===== src/rtl/efcr_pkg.sv =====
// Shared types and constants for the encoder frame check and speed capture block.
// No dependencies; imported by every module of the block.
package efcr_pkg;

   localparam int POS_BITS   = 14;
   localparam int ANGLE_BITS = 9;
   localparam int RPM_BITS   = 24;
   localparam int RSP_DATA_BITS = 48;

   localparam logic [RPM_BITS-1:0] RPM_MAX       = 24'hFFFFFF;
   localparam logic [15:0]         MS_PER_MINUTE = 16'd60000;

   // parity coverage over the 14 data bits
   localparam logic [POS_BITS-1:0] ODD_MASK  = 14'h2AAA;
   localparam logic [POS_BITS-1:0] EVEN_MASK = 14'h1555;

   localparam logic [8:0] DEG_PER_TURN = 9'd360;

   localparam int QUEUE_DEPTH = 2;

   localparam logic OP_TICK  = 1'b0;
   localparam logic OP_FRAME = 1'b1;

   localparam logic [1:0] CSR_RESOLUTION = 2'd0;
   localparam logic [1:0] CSR_WIN_LOW    = 2'd1;
   localparam logic [1:0] CSR_WIN_HIGH   = 2'd2;
   localparam logic [1:0] CSR_ARM        = 2'd3;

   localparam logic [13:0] WIN_LOW_RESET  = 14'd14000;
   localparam logic [14:0] WIN_HIGH_RESET = 15'd16000;
   localparam logic [14:0] ARM_RESET      = 15'd1000;

   // classified item as it travels from front to back
   typedef struct packed {
      logic                  op;
      logic                  bad;
      logic [POS_BITS-1:0]   pos;
      logic [ANGLE_BITS-1:0] angle;
   } entry_type;

   typedef struct packed {
      logic [13:0] window_low;
      logic [14:0] window_high;
      logic [14:0] arm_threshold;
   } window_cfg_type;

   typedef struct packed {
      logic [POS_BITS-1:0]   pos;
      logic                  bad;
      logic [ANGLE_BITS-1:0] angle;
      logic [RPM_BITS-1:0]   rpm;
      logic                  updated;
   } result_type;

endpackage


===== src/rtl/encoder_frame_check_rpm.sv =====
// Top level: configuration registers, front end, queue and speed back end.
// Depends on efcr_pkg, efcr_front, efcr_queue, efcr_back.
//
//   group  direction  handshake              payload
//   req_   in         req_tvalid/req_tready  tdata frame_word, tuser op
//   rsp_   out        rsp_tvalid/rsp_tready  tdata position/angle/rpm, tuser flags
//   csr_   in         csr_valid/csr_ready    csr_index, csr_data
//
// A tick or a frame without speed capture is handled in the idle state alone.
// A capture frame with elapsed time is loaded into the restoring divider, which
// yields one quotient bit per cycle; the result is written once the output is free.
// Synchronous reset clears counters, arming, speed and the queue; no clearing pass.
// Two queue entries let the front keep accepting while the back divides or
// while a result waits on rsp_tready; ticks drain past a waiting result.
module encoder_frame_check_rpm #(
   parameter int TIME_BITS     = 32,
   parameter int RPM_FRAC_BITS = 8
) (
   input  logic        clock,
   input  logic        reset,
   input  logic        req_tvalid,
   output logic        req_tready,
   input  logic [15:0] req_tdata,   // [15:0] frame_word
   input  logic        req_tuser,   // [0] op
   output logic        rsp_tvalid,
   input  logic        rsp_tready,
   output logic [efcr_pkg::RSP_DATA_BITS-1:0] rsp_tdata,
                                    // [13:0] position, [22:14] angle_deg,
                                    // [46:23] rpm_q8, [47] zero
   output logic [1:0]  rsp_tuser,   // [0] position_bad, [1] rpm_updated
   input  logic        csr_valid,
   output logic        csr_ready,
   input  logic [1:0]  csr_index,
   input  logic [15:0] csr_data
);
   import efcr_pkg::*;

   logic           resolution_ff;
   window_cfg_type cfg_ff;
   entry_type      front_entry;
   entry_type      q_head;
   logic           q_full;
   logic           q_not_empty;
   logic           q_pop;
   logic           push;
   result_type     result;

   assign csr_ready = 1'b1;

   always_ff @(posedge clock) begin
      if (reset) begin
         resolution_ff        <= 1'b0;
         cfg_ff.window_low    <= WIN_LOW_RESET;
         cfg_ff.window_high   <= WIN_HIGH_RESET;
         cfg_ff.arm_threshold <= ARM_RESET;
      end else if (csr_valid) begin
         case (csr_index)
            CSR_RESOLUTION: resolution_ff        <= csr_data[0];
            CSR_WIN_LOW:    cfg_ff.window_low    <= csr_data[13:0];
            CSR_WIN_HIGH:   cfg_ff.window_high   <= csr_data[14:0];
            CSR_ARM:        cfg_ff.arm_threshold <= csr_data[14:0];
            default: ;
         endcase
      end
   end

   assign req_tready = !q_full && !reset;
   assign push       = req_tvalid && req_tready;

   efcr_front u_front (
      .resolution_mode (resolution_ff),
      .op              (req_tuser),
      .frame_word      (req_tdata),
      .entry           (front_entry)
   );

   efcr_queue u_queue (
      .clock      (clock),
      .reset      (reset),
      .push       (push),
      .push_entry (front_entry),
      .full       (q_full),
      .pop        (q_pop),
      .not_empty  (q_not_empty),
      .head       (q_head)
   );

   efcr_back #(
      .TIME_BITS     (TIME_BITS),
      .RPM_FRAC_BITS (RPM_FRAC_BITS)
   ) u_back (
      .clock       (clock),
      .reset       (reset),
      .cfg         (cfg_ff),
      .q_not_empty (q_not_empty),
      .q_head      (q_head),
      .q_pop       (q_pop),
      .rsp_valid   (rsp_tvalid),
      .rsp_ready   (rsp_tready),
      .rsp         (result)
   );

   assign rsp_tdata = {1'b0, result.rpm, result.angle, result.pos};
   assign rsp_tuser = {result.updated, result.bad};

endmodule


===== src/rtl/efcr_front.sv =====
// Front end: parity check, position scaling and angle of one incoming item.
// Depends on efcr_pkg.
module efcr_front (
   input  logic                 resolution_mode,
   input  logic                 op,
   input  logic [15:0]          frame_word,
   output efcr_pkg::entry_type  entry
);
   import efcr_pkg::*;

   logic                  par_odd;
   logic                  par_even;
   logic                  bad;
   logic [POS_BITS-1:0]   pos;
   logic [22:0]           deg_prod;

   assign par_odd  = ~(^(frame_word[POS_BITS-1:0] & ODD_MASK));
   assign par_even = ~(^(frame_word[POS_BITS-1:0] & EVEN_MASK));
   assign bad      = (frame_word[15] != par_odd) || (frame_word[14] != par_even);

   always_comb begin
      pos = '0;
      if (!bad) begin
         pos = resolution_mode ? {2'b00, frame_word[POS_BITS-1:2]} : frame_word[POS_BITS-1:0];
      end
   end

   // full turn is 2^14 counts in both modes
   assign deg_prod = 23'(pos) * 23'(DEG_PER_TURN);

   assign entry.op    = op;
   assign entry.bad   = bad;
   assign entry.pos   = pos;
   assign entry.angle = deg_prod[22:14];

endmodule


===== src/rtl/efcr_queue.sv =====
// Short FIFO between the classifying front end and the speed back end.
// Depends on efcr_pkg.
module efcr_queue (
   input  logic                 clock,
   input  logic                 reset,
   input  logic                 push,
   input  efcr_pkg::entry_type  push_entry,
   output logic                 full,
   input  logic                 pop,
   output logic                 not_empty,
   output efcr_pkg::entry_type  head
);
   import efcr_pkg::*;

   localparam int PTR_BITS = (QUEUE_DEPTH > 1) ? $clog2(QUEUE_DEPTH) : 1;

   entry_type           mem_ff [QUEUE_DEPTH];
   logic [PTR_BITS-1:0] wr_ptr_ff, wr_ptr_in;
   logic [PTR_BITS-1:0] rd_ptr_ff, rd_ptr_in;
   logic [PTR_BITS:0]   count_ff, count_in;

   assign full      = (count_ff == (PTR_BITS+1)'(QUEUE_DEPTH));
   assign not_empty = (count_ff != '0);
   assign head      = mem_ff[rd_ptr_ff];

   always_comb begin
      wr_ptr_in = wr_ptr_ff;
      rd_ptr_in = rd_ptr_ff;
      count_in  = count_ff;
      if (push) begin
         wr_ptr_in = (wr_ptr_ff == PTR_BITS'(QUEUE_DEPTH-1)) ? '0 : wr_ptr_ff + 1'b1;
      end
      if (pop) begin
         rd_ptr_in = (rd_ptr_ff == PTR_BITS'(QUEUE_DEPTH-1)) ? '0 : rd_ptr_ff + 1'b1;
      end
      if (push && !pop) begin
         count_in = count_ff + 1'b1;
      end else if (pop && !push) begin
         count_in = count_ff - 1'b1;
      end
   end

   always_ff @(posedge clock) begin
      if (reset) begin
         wr_ptr_ff <= '0;
         rd_ptr_ff <= '0;
         count_ff  <= '0;
      end else begin
         wr_ptr_ff <= wr_ptr_in;
         rd_ptr_ff <= rd_ptr_in;
         count_ff  <= count_in;
      end
   end

   always_ff @(posedge clock) begin
      if (push) begin
         mem_ff[wr_ptr_ff] <= push_entry;
      end
   end

endmodule


===== src/rtl/efcr_back.sv =====
// Back end: millisecond counter, arming, speed capture with a restoring
// divider (one quotient bit a cycle) and the result register. Depends on efcr_pkg.
module efcr_back #(
   parameter int TIME_BITS     = 32,
   parameter int RPM_FRAC_BITS = 8
) (
   input  logic                     clock,
   input  logic                     reset,
   input  efcr_pkg::window_cfg_type cfg,
   input  logic                     q_not_empty,
   input  efcr_pkg::entry_type      q_head,
   output logic                     q_pop,
   output logic                     rsp_valid,
   input  logic                     rsp_ready,
   output efcr_pkg::result_type     rsp
);
   import efcr_pkg::*;

   localparam int DW       = 16 + RPM_FRAC_BITS;
   localparam int CNT_BITS = $clog2(DW);
   localparam int EW       = (DW > RPM_BITS) ? DW : RPM_BITS;
   localparam logic [DW-1:0] DIVIDEND = DW'(MS_PER_MINUTE) << RPM_FRAC_BITS;

   typedef enum logic [2:0] {
      ST_IDLE   = 3'b001,
      ST_DIVIDE = 3'b010,
      ST_DONE   = 3'b100
   } state_type;

   state_type            state_ff, state_in;
   logic [TIME_BITS-1:0] ms_count_ff, ms_count_in;
   logic [TIME_BITS-1:0] last_ms_ff, last_ms_in;
   logic                 armed_ff, armed_in;
   logic [RPM_BITS-1:0]  rpm_ff, rpm_in;
   logic                 rsp_valid_ff, rsp_valid_in;
   result_type           rsp_ff, rsp_in;

   logic [TIME_BITS-1:0] divisor_ff, divisor_in;
   logic [TIME_BITS-1:0] rem_ff, rem_in;
   logic [DW-1:0]        quo_ff, quo_in;
   logic [CNT_BITS-1:0]  cnt_ff, cnt_in;
   logic [POS_BITS-1:0]  hold_pos_ff, hold_pos_in;
   logic [ANGLE_BITS-1:0] hold_angle_ff, hold_angle_in;

   logic                 out_free;
   logic                 capture;
   logic [TIME_BITS-1:0] elapsed;
   logic [TIME_BITS:0]   trial;
   logic [TIME_BITS:0]   trial_diff;
   logic                 trial_ok;
   logic [EW-1:0]        quo_ext;
   logic [RPM_BITS-1:0]  quo_sat;

   assign out_free = !rsp_valid_ff || rsp_ready;
   assign capture  = !q_head.bad && (q_head.pos > cfg.window_low)
                     && ({1'b0, q_head.pos} < cfg.window_high) && armed_ff;
   assign elapsed  = ms_count_ff - last_ms_ff;

   assign trial      = {rem_ff, quo_ff[DW-1]};
   assign trial_diff = trial - {1'b0, divisor_ff};
   assign trial_ok   = (trial >= {1'b0, divisor_ff});

   assign quo_ext = EW'(quo_ff);
   assign quo_sat = (quo_ext > EW'(RPM_MAX)) ? RPM_MAX : quo_ext[RPM_BITS-1:0];

   // ticks drain even while a result waits; frames need the result register
   assign q_pop = (state_ff == ST_IDLE) && q_not_empty
                  && ((q_head.op == OP_TICK) || out_free);

   always_comb begin
      state_in      = state_ff;
      ms_count_in   = ms_count_ff;
      last_ms_in    = last_ms_ff;
      armed_in      = armed_ff;
      rpm_in        = rpm_ff;
      rsp_valid_in  = rsp_valid_ff && !rsp_ready;
      rsp_in        = rsp_ff;
      divisor_in    = divisor_ff;
      rem_in        = rem_ff;
      quo_in        = quo_ff;
      cnt_in        = cnt_ff;
      hold_pos_in   = hold_pos_ff;
      hold_angle_in = hold_angle_ff;

      case (state_ff)
         ST_IDLE: begin
            if (q_pop) begin
               if (q_head.op == OP_TICK) begin
                  ms_count_in = ms_count_ff + 1'b1;
               end else begin
                  if (capture) begin
                     armed_in   = 1'b0;
                     last_ms_in = ms_count_ff;
                  end
                  if (!q_head.bad && ({1'b0, q_head.pos} < cfg.arm_threshold)) begin
                     armed_in = 1'b1;
                  end
                  if (capture && (elapsed != '0)) begin
                     state_in      = ST_DIVIDE;
                     divisor_in    = elapsed;
                     rem_in        = '0;
                     quo_in        = DIVIDEND;
                     cnt_in        = '0;
                     hold_pos_in   = q_head.pos;
                     hold_angle_in = q_head.angle;
                  end else begin
                     if (capture) begin
                        rpm_in = RPM_MAX;
                     end
                     rsp_valid_in   = 1'b1;
                     rsp_in.pos     = q_head.pos;
                     rsp_in.bad     = q_head.bad;
                     rsp_in.angle   = q_head.angle;
                     rsp_in.rpm     = capture ? RPM_MAX : rpm_ff;
                     rsp_in.updated = capture;
                  end
               end
            end
         end
         ST_DIVIDE: begin
            rem_in = trial_ok ? trial_diff[TIME_BITS-1:0] : trial[TIME_BITS-1:0];
            quo_in = {quo_ff[DW-2:0], trial_ok};
            cnt_in = cnt_ff + 1'b1;
            if (cnt_ff == CNT_BITS'(DW-1)) begin
               state_in = ST_DONE;
            end
         end
         ST_DONE: begin
            if (out_free) begin
               rpm_in         = quo_sat;
               rsp_valid_in   = 1'b1;
               rsp_in.pos     = hold_pos_ff;
               rsp_in.bad     = 1'b0;
               rsp_in.angle   = hold_angle_ff;
               rsp_in.rpm     = quo_sat;
               rsp_in.updated = 1'b1;
               state_in       = ST_IDLE;
            end
         end
         default: begin
            state_in = ST_IDLE;
         end
      endcase
   end

   always_ff @(posedge clock) begin
      if (reset) begin
         state_ff     <= ST_IDLE;
         ms_count_ff  <= '0;
         last_ms_ff   <= '0;
         armed_ff     <= 1'b0;
         rpm_ff       <= '0;
         rsp_valid_ff <= 1'b0;
      end else begin
         state_ff     <= state_in;
         ms_count_ff  <= ms_count_in;
         last_ms_ff   <= last_ms_in;
         armed_ff     <= armed_in;
         rpm_ff       <= rpm_in;
         rsp_valid_ff <= rsp_valid_in;
      end
   end

   always_ff @(posedge clock) begin
      rsp_ff        <= rsp_in;
      divisor_ff    <= divisor_in;
      rem_ff        <= rem_in;
      quo_ff        <= quo_in;
      cnt_ff        <= cnt_in;
      hold_pos_ff   <= hold_pos_in;
      hold_angle_ff <= hold_angle_in;
   end

   assign rsp_valid = rsp_valid_ff;
   assign rsp       = rsp_ff;

endmodule


===== config.mk =====
export PLATFORM = sky130hd
export DESIGN_NAME = encoder_frame_check_rpm
export DESIGN_NICKNAME = d
export VERILOG_FILES = /design/src/rtl/efcr_pkg.sv /design/src/rtl/encoder_frame_check_rpm.sv /design/src/rtl/efcr_front.sv /design/src/rtl/efcr_queue.sv /design/src/rtl/efcr_back.sv
export SDC_FILE = /design/constraint.sdc
export NUM_CORES = 1
export LEC_CHECK = 0
export BUFFER_PORTS_ARGS = -buffer_cell sky130_fd_sc_hd__buf_4
export CAP_MARGIN = 20
export CORE_UTILIZATION = 34
export DETAILED_ROUTE_END_ITERATION = 6
export GPL_TIMING_DRIVEN = 0
export PLACE_DENSITY_LB_ADDON = 0.12
export SYNTH_ARGS = -nofsm -noshare
export SYNTH_HDL_FRONTEND = slang
export SYNTH_SLANG_ARGS = --single-unit

===== constraint.sdc =====
create_clock -name clock -period 7.1 [get_ports clock]
set_clock_uncertainty 0.05 [all_clocks]
set_input_delay 1.065 -clock clock [delete_from_list [all_inputs] [get_ports clock]]
set_output_delay 1.065 -clock clock [all_outputs]
set_load 0.1 [all_outputs]

==> impl_metrics.xml <==
<?xml version="1.0" encoding="UTF-8"?>
<metrics>
  <group name="place">
    <metric name="placed_area" unit="sq mm">0.0219</metric>
    <metric name="preCtsSetupSlack" unit="ns">0.773</metric>
    <metric name="dpl.hpwl" unit="mm">37.8</metric>
    <metric name="numPortBuffers" unit="">88</metric>
    <metric name="gp_routability_congestion" unit="">0.817</metric>
  </group>
  <group name="clock_network">
    <metric name="cts_tree" unit="">built</metric>
    <metric name="tritoncts_num_sinks" unit="">358</metric>
    <metric name="insertion_delay" unit="ns">0.58</metric>
    <metric name="cts_resized" unit="">0</metric>
    <metric name="cts-root-buf" unit="">sky130_fd_sc_hd__clkbuf_16</metric>
    <metric name="worst_setup_hold_path_clk_slew" unit="ns">0.05</metric>
    <metric name="htree_num_levels" unit="">2</metric>
    <metric name="number_of_setup_buffers_added_after_cts" unit="">0</metric>
    <metric name="cts_inserted_buffers" unit="">43</metric>
    <metric name="cts-hold-fix-buffers" unit="">0</metric>
    <metric name="cts-root-to-sink-buffers" unit="">3</metric>
  </group>
  <group name="layout">
    <metric name="insertedDiodeCount" unit="">0</metric>
    <metric name="proportion_of_layout_cells_with_a_drive_suffix_above_1" unit="%">9.84</metric>
    <metric name="mostFrequentLayoutCells" unit="">250 x sky130_fd_sc_hd__nor2_1, 242 x sky130_fd_sc_hd__nand2_1, 215 x sky130_fd_sc_hd__edfxtp_1</metric>
    <metric name="mostFrequentLayoutCell" unit="">sky130_fd_sc_hd__nor2_1</metric>
    <metric name="design_area" unit="sq mm">0.0232</metric>
    <metric name="layout.nets" unit="">2432</metric>
    <metric name="filler_cell_count" unit="">5725</metric>
    <metric name="layout.core_utilization" unit="%">39.9</metric>
    <metric name="area_growth" unit="%">15.5</metric>
  </group>
  <group name="floorplan">
    <metric name="die_height" unit="microns">245</metric>
    <metric name="num_io_pins" unit="">93</metric>
    <metric name="num_rows" unit="">88</metric>
    <metric name="core" unit="sq mm">0.0580</metric>
    <metric name="start_util" unit="%">34.6</metric>
    <metric name="floorplan.die.width" unit="microns">245</metric>
    <metric name="die_area" unit="sq mm">0.0599</metric>
  </group>
  <group name="sta">
    <metric name="timing.setup.tns" unit="ns">0</metric>
    <metric name="final_max_slew_viol_count" unit="">0</metric>
    <metric name="setup_repair_after_global_routing_missed_its_margin" unit="">false</metric>
    <metric name="final.min_clock_period" unit="ns">5.74</metric>
    <metric name="timing.max_slew.rel_slack" unit="%">28.5</metric>
    <metric name="setup_slack" unit="ns">1.36</metric>
    <metric name="post-route-period-util" unit="%">80.8</metric>
    <metric name="tightest_slew" unit="ns">1.06</metric>
    <metric name="max_freq" unit="MHz">174</metric>
    <metric name="final_hold_viol_count" unit="">0</metric>
    <metric name="final_setup_violations" unit="">0</metric>
  </group>
  <group name="yosys">
    <metric name="yosys.area_share.xor_xnor" unit="%">4.37</metric>
    <metric name="post_synth_num_cell_types" unit="">78</metric>
    <metric name="yosys_warnings" unit="">0</metric>
    <metric name="muxShareOfSynthArea" unit="%">3.44</metric>
    <metric name="synthesis.area" unit="sq mm">0.0200</metric>
    <metric name="synth-edff-count" unit="">215</metric>
    <metric name="largest_family_of_logic_cells_by_synthesized_area" unit="">simple AND/OR/NAND/NOR gates</metric>
    <metric name="yosys.area.top_type_share" unit="%">32.2</metric>
    <metric name="synth_simple_gate_area_share" unit="%">17.4</metric>
    <metric name="syn_nets" unit="">2291</metric>
    <metric name="synthDominantAreaCellType" unit="">sky130_fd_sc_hd__edfxtp_1</metric>
    <metric name="synthTopCellsByArea" unit="">sky130_fd_sc_hd__edfxtp_1 32%, sky130_fd_sc_hd__dfxtp_1 14%, sky130_fd_sc_hd__ha_1 8.8%, sky130_fd_sc_hd__nor2_1 4.7%, sky130_fd_sc_hd__a21oi_1 4.7%</metric>
    <metric name="synth_fa_ha_area_share" unit="%">11.1</metric>
    <metric name="async_flop_share" unit="%">0</metric>
    <metric name="synthFlopType" unit="">sky130_fd_sc_hd__edfxtp_1</metric>
    <metric name="synth_compound_gate_area_share" unit="%">12.0</metric>
    <metric name="synth_seq_area_share" unit="%">46.5</metric>
    <metric name="post_synth.cell_area_avg" unit="sq um">9.61</metric>
    <metric name="yosys_register_bits" unit="">358</metric>
    <metric name="netlist_instances" unit="">2087</metric>
  </group>
  <group name="route">
    <metric name="drtIter0Drc" unit="">633</metric>
    <metric name="dr_total_vias" unit="">14700</metric>
    <metric name="route.final.wire_length" unit="mm">50.0</metric>
    <metric name="vias_per_instance" unit="">4.88</metric>
    <metric name="drt_drc_violations_left" unit="">0</metric>
    <metric name="route.antenna.remaining_nets" unit="">0</metric>
    <metric name="firstDrtPassIters" unit="">5</metric>
    <metric name="wl_per_cell" unit="microns">16.5</metric>
  </group>
  <group name="min_path">
    <metric name="holdPathStages" unit="">2</metric>
    <metric name="min_to" unit="">u_back.last_ms_ff[18]$_SDFFE_PP0P_</metric>
    <metric name="holdCritStartpoint" unit="">u_back.last_ms_ff[18]$_SDFFE_PP0P_</metric>
    <metric name="hold_path_class" unit="">reg2reg</metric>
  </group>
  <group name="setup_path">
    <metric name="startpoint_type" unit="">input port</metric>
    <metric name="worst-r2r-setup-slack" unit="ns">1.49</metric>
    <metric name="critical_path.max_fanout" unit="">11</metric>
    <metric name="worstSetupEndpointType" unit="">register</metric>
    <metric name="r2r_worst_path_depth" unit="">15</metric>
    <metric name="r2r_end" unit="">u_back.rem_ff[5]$_SDFFCE_PN0P_</metric>
    <metric name="setup.worst_path.start" unit="">req_tdata[13]</metric>
    <metric name="start_to_end_type_of_the_worst_setup_path" unit="">in2reg</metric>
    <metric name="critical_path_required" unit="ns">7.36</metric>
    <metric name="worst-endpoint-arrival" unit="ns">6.00</metric>
  </group>
  <group name="power_and_ir_drop">
    <metric name="power_leakage" unit="nW">9.38</metric>
    <metric name="ir_drop" unit="V">0.000214</metric>
    <metric name="power.density" unit="mW/mm^2">278</metric>
    <metric name="totalPowerFinal" unit="mW">6.43</metric>
  </group>
  <group name="grt">
    <metric name="grt_max_degree" unit="">32</metric>
    <metric name="grt_first_pass_wirelength" unit="mm">80.6</metric>
    <metric name="first_global_vias" unit="">14900</metric>
    <metric name="grtUsageTotal" unit="%">16.9</metric>
    <metric name="grt_antenna_before_repair" unit="">0</metric>
    <metric name="grt_overflow" unit="">0</metric>
  </group>
  <group name="status">
    <metric name="result_of_the_run" unit="">complete, no violations</metric>
  </group>
  <group name="job">
    <metric name="maxCapViolations" unit="">0</metric>
  </group>
</metrics>
how the worst max path moves through the flow:
stage	endpoint	cells after the start
after floorplan	u_back.divisor_ff[0]$_DFFE_PP_	13
after global placement	u_back.hold_pos_ff[8]$_DFFE_PP_	12
after detailed placement	u_queue.mem_ff[0][8]$_DFFE_PP_	22
after CTS	u_queue.mem_ff[0][8]$_DFFE_PP_	22
after global routing	u_queue.mem_ff[0][8]$_DFFE_PP_	22
final	u_queue.mem_ff[0][8]$_DFFE_PP_	22
cells by family (layout without fill, tap and decap cells):
kind of cell / after synthesis / count (layout)
XOR/XNOR: 100 / 100
other: 2 / 2
multiplexers: 66 / 66
adder cells (fa/ha/maj): 164 / 164
flip-flops: 358 / 358
AO/OA/AOI/OAI: 387 / 387
buffers and inverters: 262 / 432
AND/OR/NAND/NOR: 748 / 748
power breakdown:
group	internal, mW	switching [mW]	leakage [nW]	total (mW)
Sequential	2.42	0.0488	3.07	2.47
Combinational	0.591	1.31	5.67	1.90
Clock	1.18	0.886	0.640	2.06
Total	4.19	2.24	9.38	6.43
synthesized netlist by cell type (6+ instances only):
cell type	instances
sky130_fd_sc_hd__nor2_1	252
sky130_fd_sc_hd__nand2_1	242
sky130_fd_sc_hd__edfxtp_1	215
sky130_fd_sc_hd__a21oi_1	188
sky130_fd_sc_hd__inv_1	179
sky130_fd_sc_hd__dfxtp_1	143
sky130_fd_sc_hd__ha_1	141
sky130_fd_sc_hd__clkbuf_1	65
sky130_fd_sc_hd__nand2b_1	63
sky130_fd_sc_hd__xnor2_1	62
sky130_fd_sc_hd__mux2i_1	42
sky130_fd_sc_hd__o21ai_0	42
sky130_fd_sc_hd__xor2_1	38
sky130_fd_sc_hd__a21o_1	32
sky130_fd_sc_hd__nand3_1	27
sky130_fd_sc_hd__mux2_2	24
sky130_fd_sc_hd__and2_1	23
sky130_fd_sc_hd__fa_1	23
sky130_fd_sc_hd__nor3_1	23
sky130_fd_sc_hd__or3_1	22
sky130_fd_sc_hd__o21a_1	19
sky130_fd_sc_hd__nand4_1	18
sky130_fd_sc_hd__a211o_1	15
sky130_fd_sc_hd__a211oi_1	15
sky130_fd_sc_hd__and3_1	13
sky130_fd_sc_hd__nand3b_1	10
sky130_fd_sc_hd__nor2b_1	10
sky130_fd_sc_hd__a31oi_1	8
sky130_fd_sc_hd__o21ai_1	8
sky130_fd_sc_hd__a21oi_2	7
sky130_fd_sc_hd__and4_1	6
sky130_fd_sc_hd__o21bai_1	6
flip-flops by register name, summed over array words and instances (netlist names), 3 cells and up, named ones only:
name	count
u_queue.mem_ff	50
u_back.rsp	49
cfg_ff	44
u_back.divisor_ff	32
u_back.last_ms_ff	32
u_back.ms_count_ff	32
u_back.rem_ff	32
u_back.quo_ext	24
u_back.rpm_ff	24
u_back.hold_pos_ff	14
u_back.hold_angle_ff	9
u_back.cnt_ff	5
u_back.state_ff	3
area by class of cell:
class                           count  area [sq um]  share of cell area, %
Timing Repair Buffer               96           838                   3.62
Tap cell                          765           957                   4.13
Clock buffer                       55          1140                   4.93
Sequential cell                   358          9320                   40.2
Multi-Input combinational cell   1467          9720                   42.0
Buffer                             81           355                   1.53
Inverter                          181           679                   2.93
Clock inverter                     19           155                  0.670
worst max-delay path, cell delays in order:
cell and delay [ns]:
sky130_fd_sc_hd__buf_4 0.12, sky130_fd_sc_hd__xor2_1 0.16, sky130_fd_sc_hd__xnor2_1 0.22, sky130_fd_sc_hd__xnor2_1 0.11, sky130_fd_sc_hd__nand2_1 0.16, sky130_fd_sc_hd__clkbuf_1 0.44, sky130_fd_sc_hd__nor2_1 0.22, sky130_fd_sc_hd__ha_1 0.32
sky130_fd_sc_hd__inv_1 0.08, sky130_fd_sc_hd__fa_1 0.51, sky130_fd_sc_hd__fa_1 0.51, sky130_fd_sc_hd__inv_1 0.04, sky130_fd_sc_hd__ha_1 0.30, sky130_fd_sc_hd__a21o_1 0.18, sky130_fd_sc_hd__a21oi_1 0.14, sky130_fd_sc_hd__o21a_1 0.24
sky130_fd_sc_hd__o21ai_0 0.26, sky130_fd_sc_hd__o211a_1 0.33, sky130_fd_sc_hd__o21a_1 0.20, sky130_fd_sc_hd__o21a_1 0.18, sky130_fd_sc_hd__nor2_1 0.11, sky130_fd_sc_hd__xnor2_1 0.09
through the flow:
step                      cells  hold WS [ns]
final                      3022         0.403
after global routing       3022         0.423
after CTS                  3022         0.405
after detailed placement   2948         0.397
after global placement     2940         0.392
after floorplan            2087         0.384
layer usage:
metal  track usage [%]  wire, microns
met1              23.1          24500
met2              28.1          23100
met3              2.13           1440
met4              4.36            927
met5                 0              0
(Power assumes the default switching activity.)
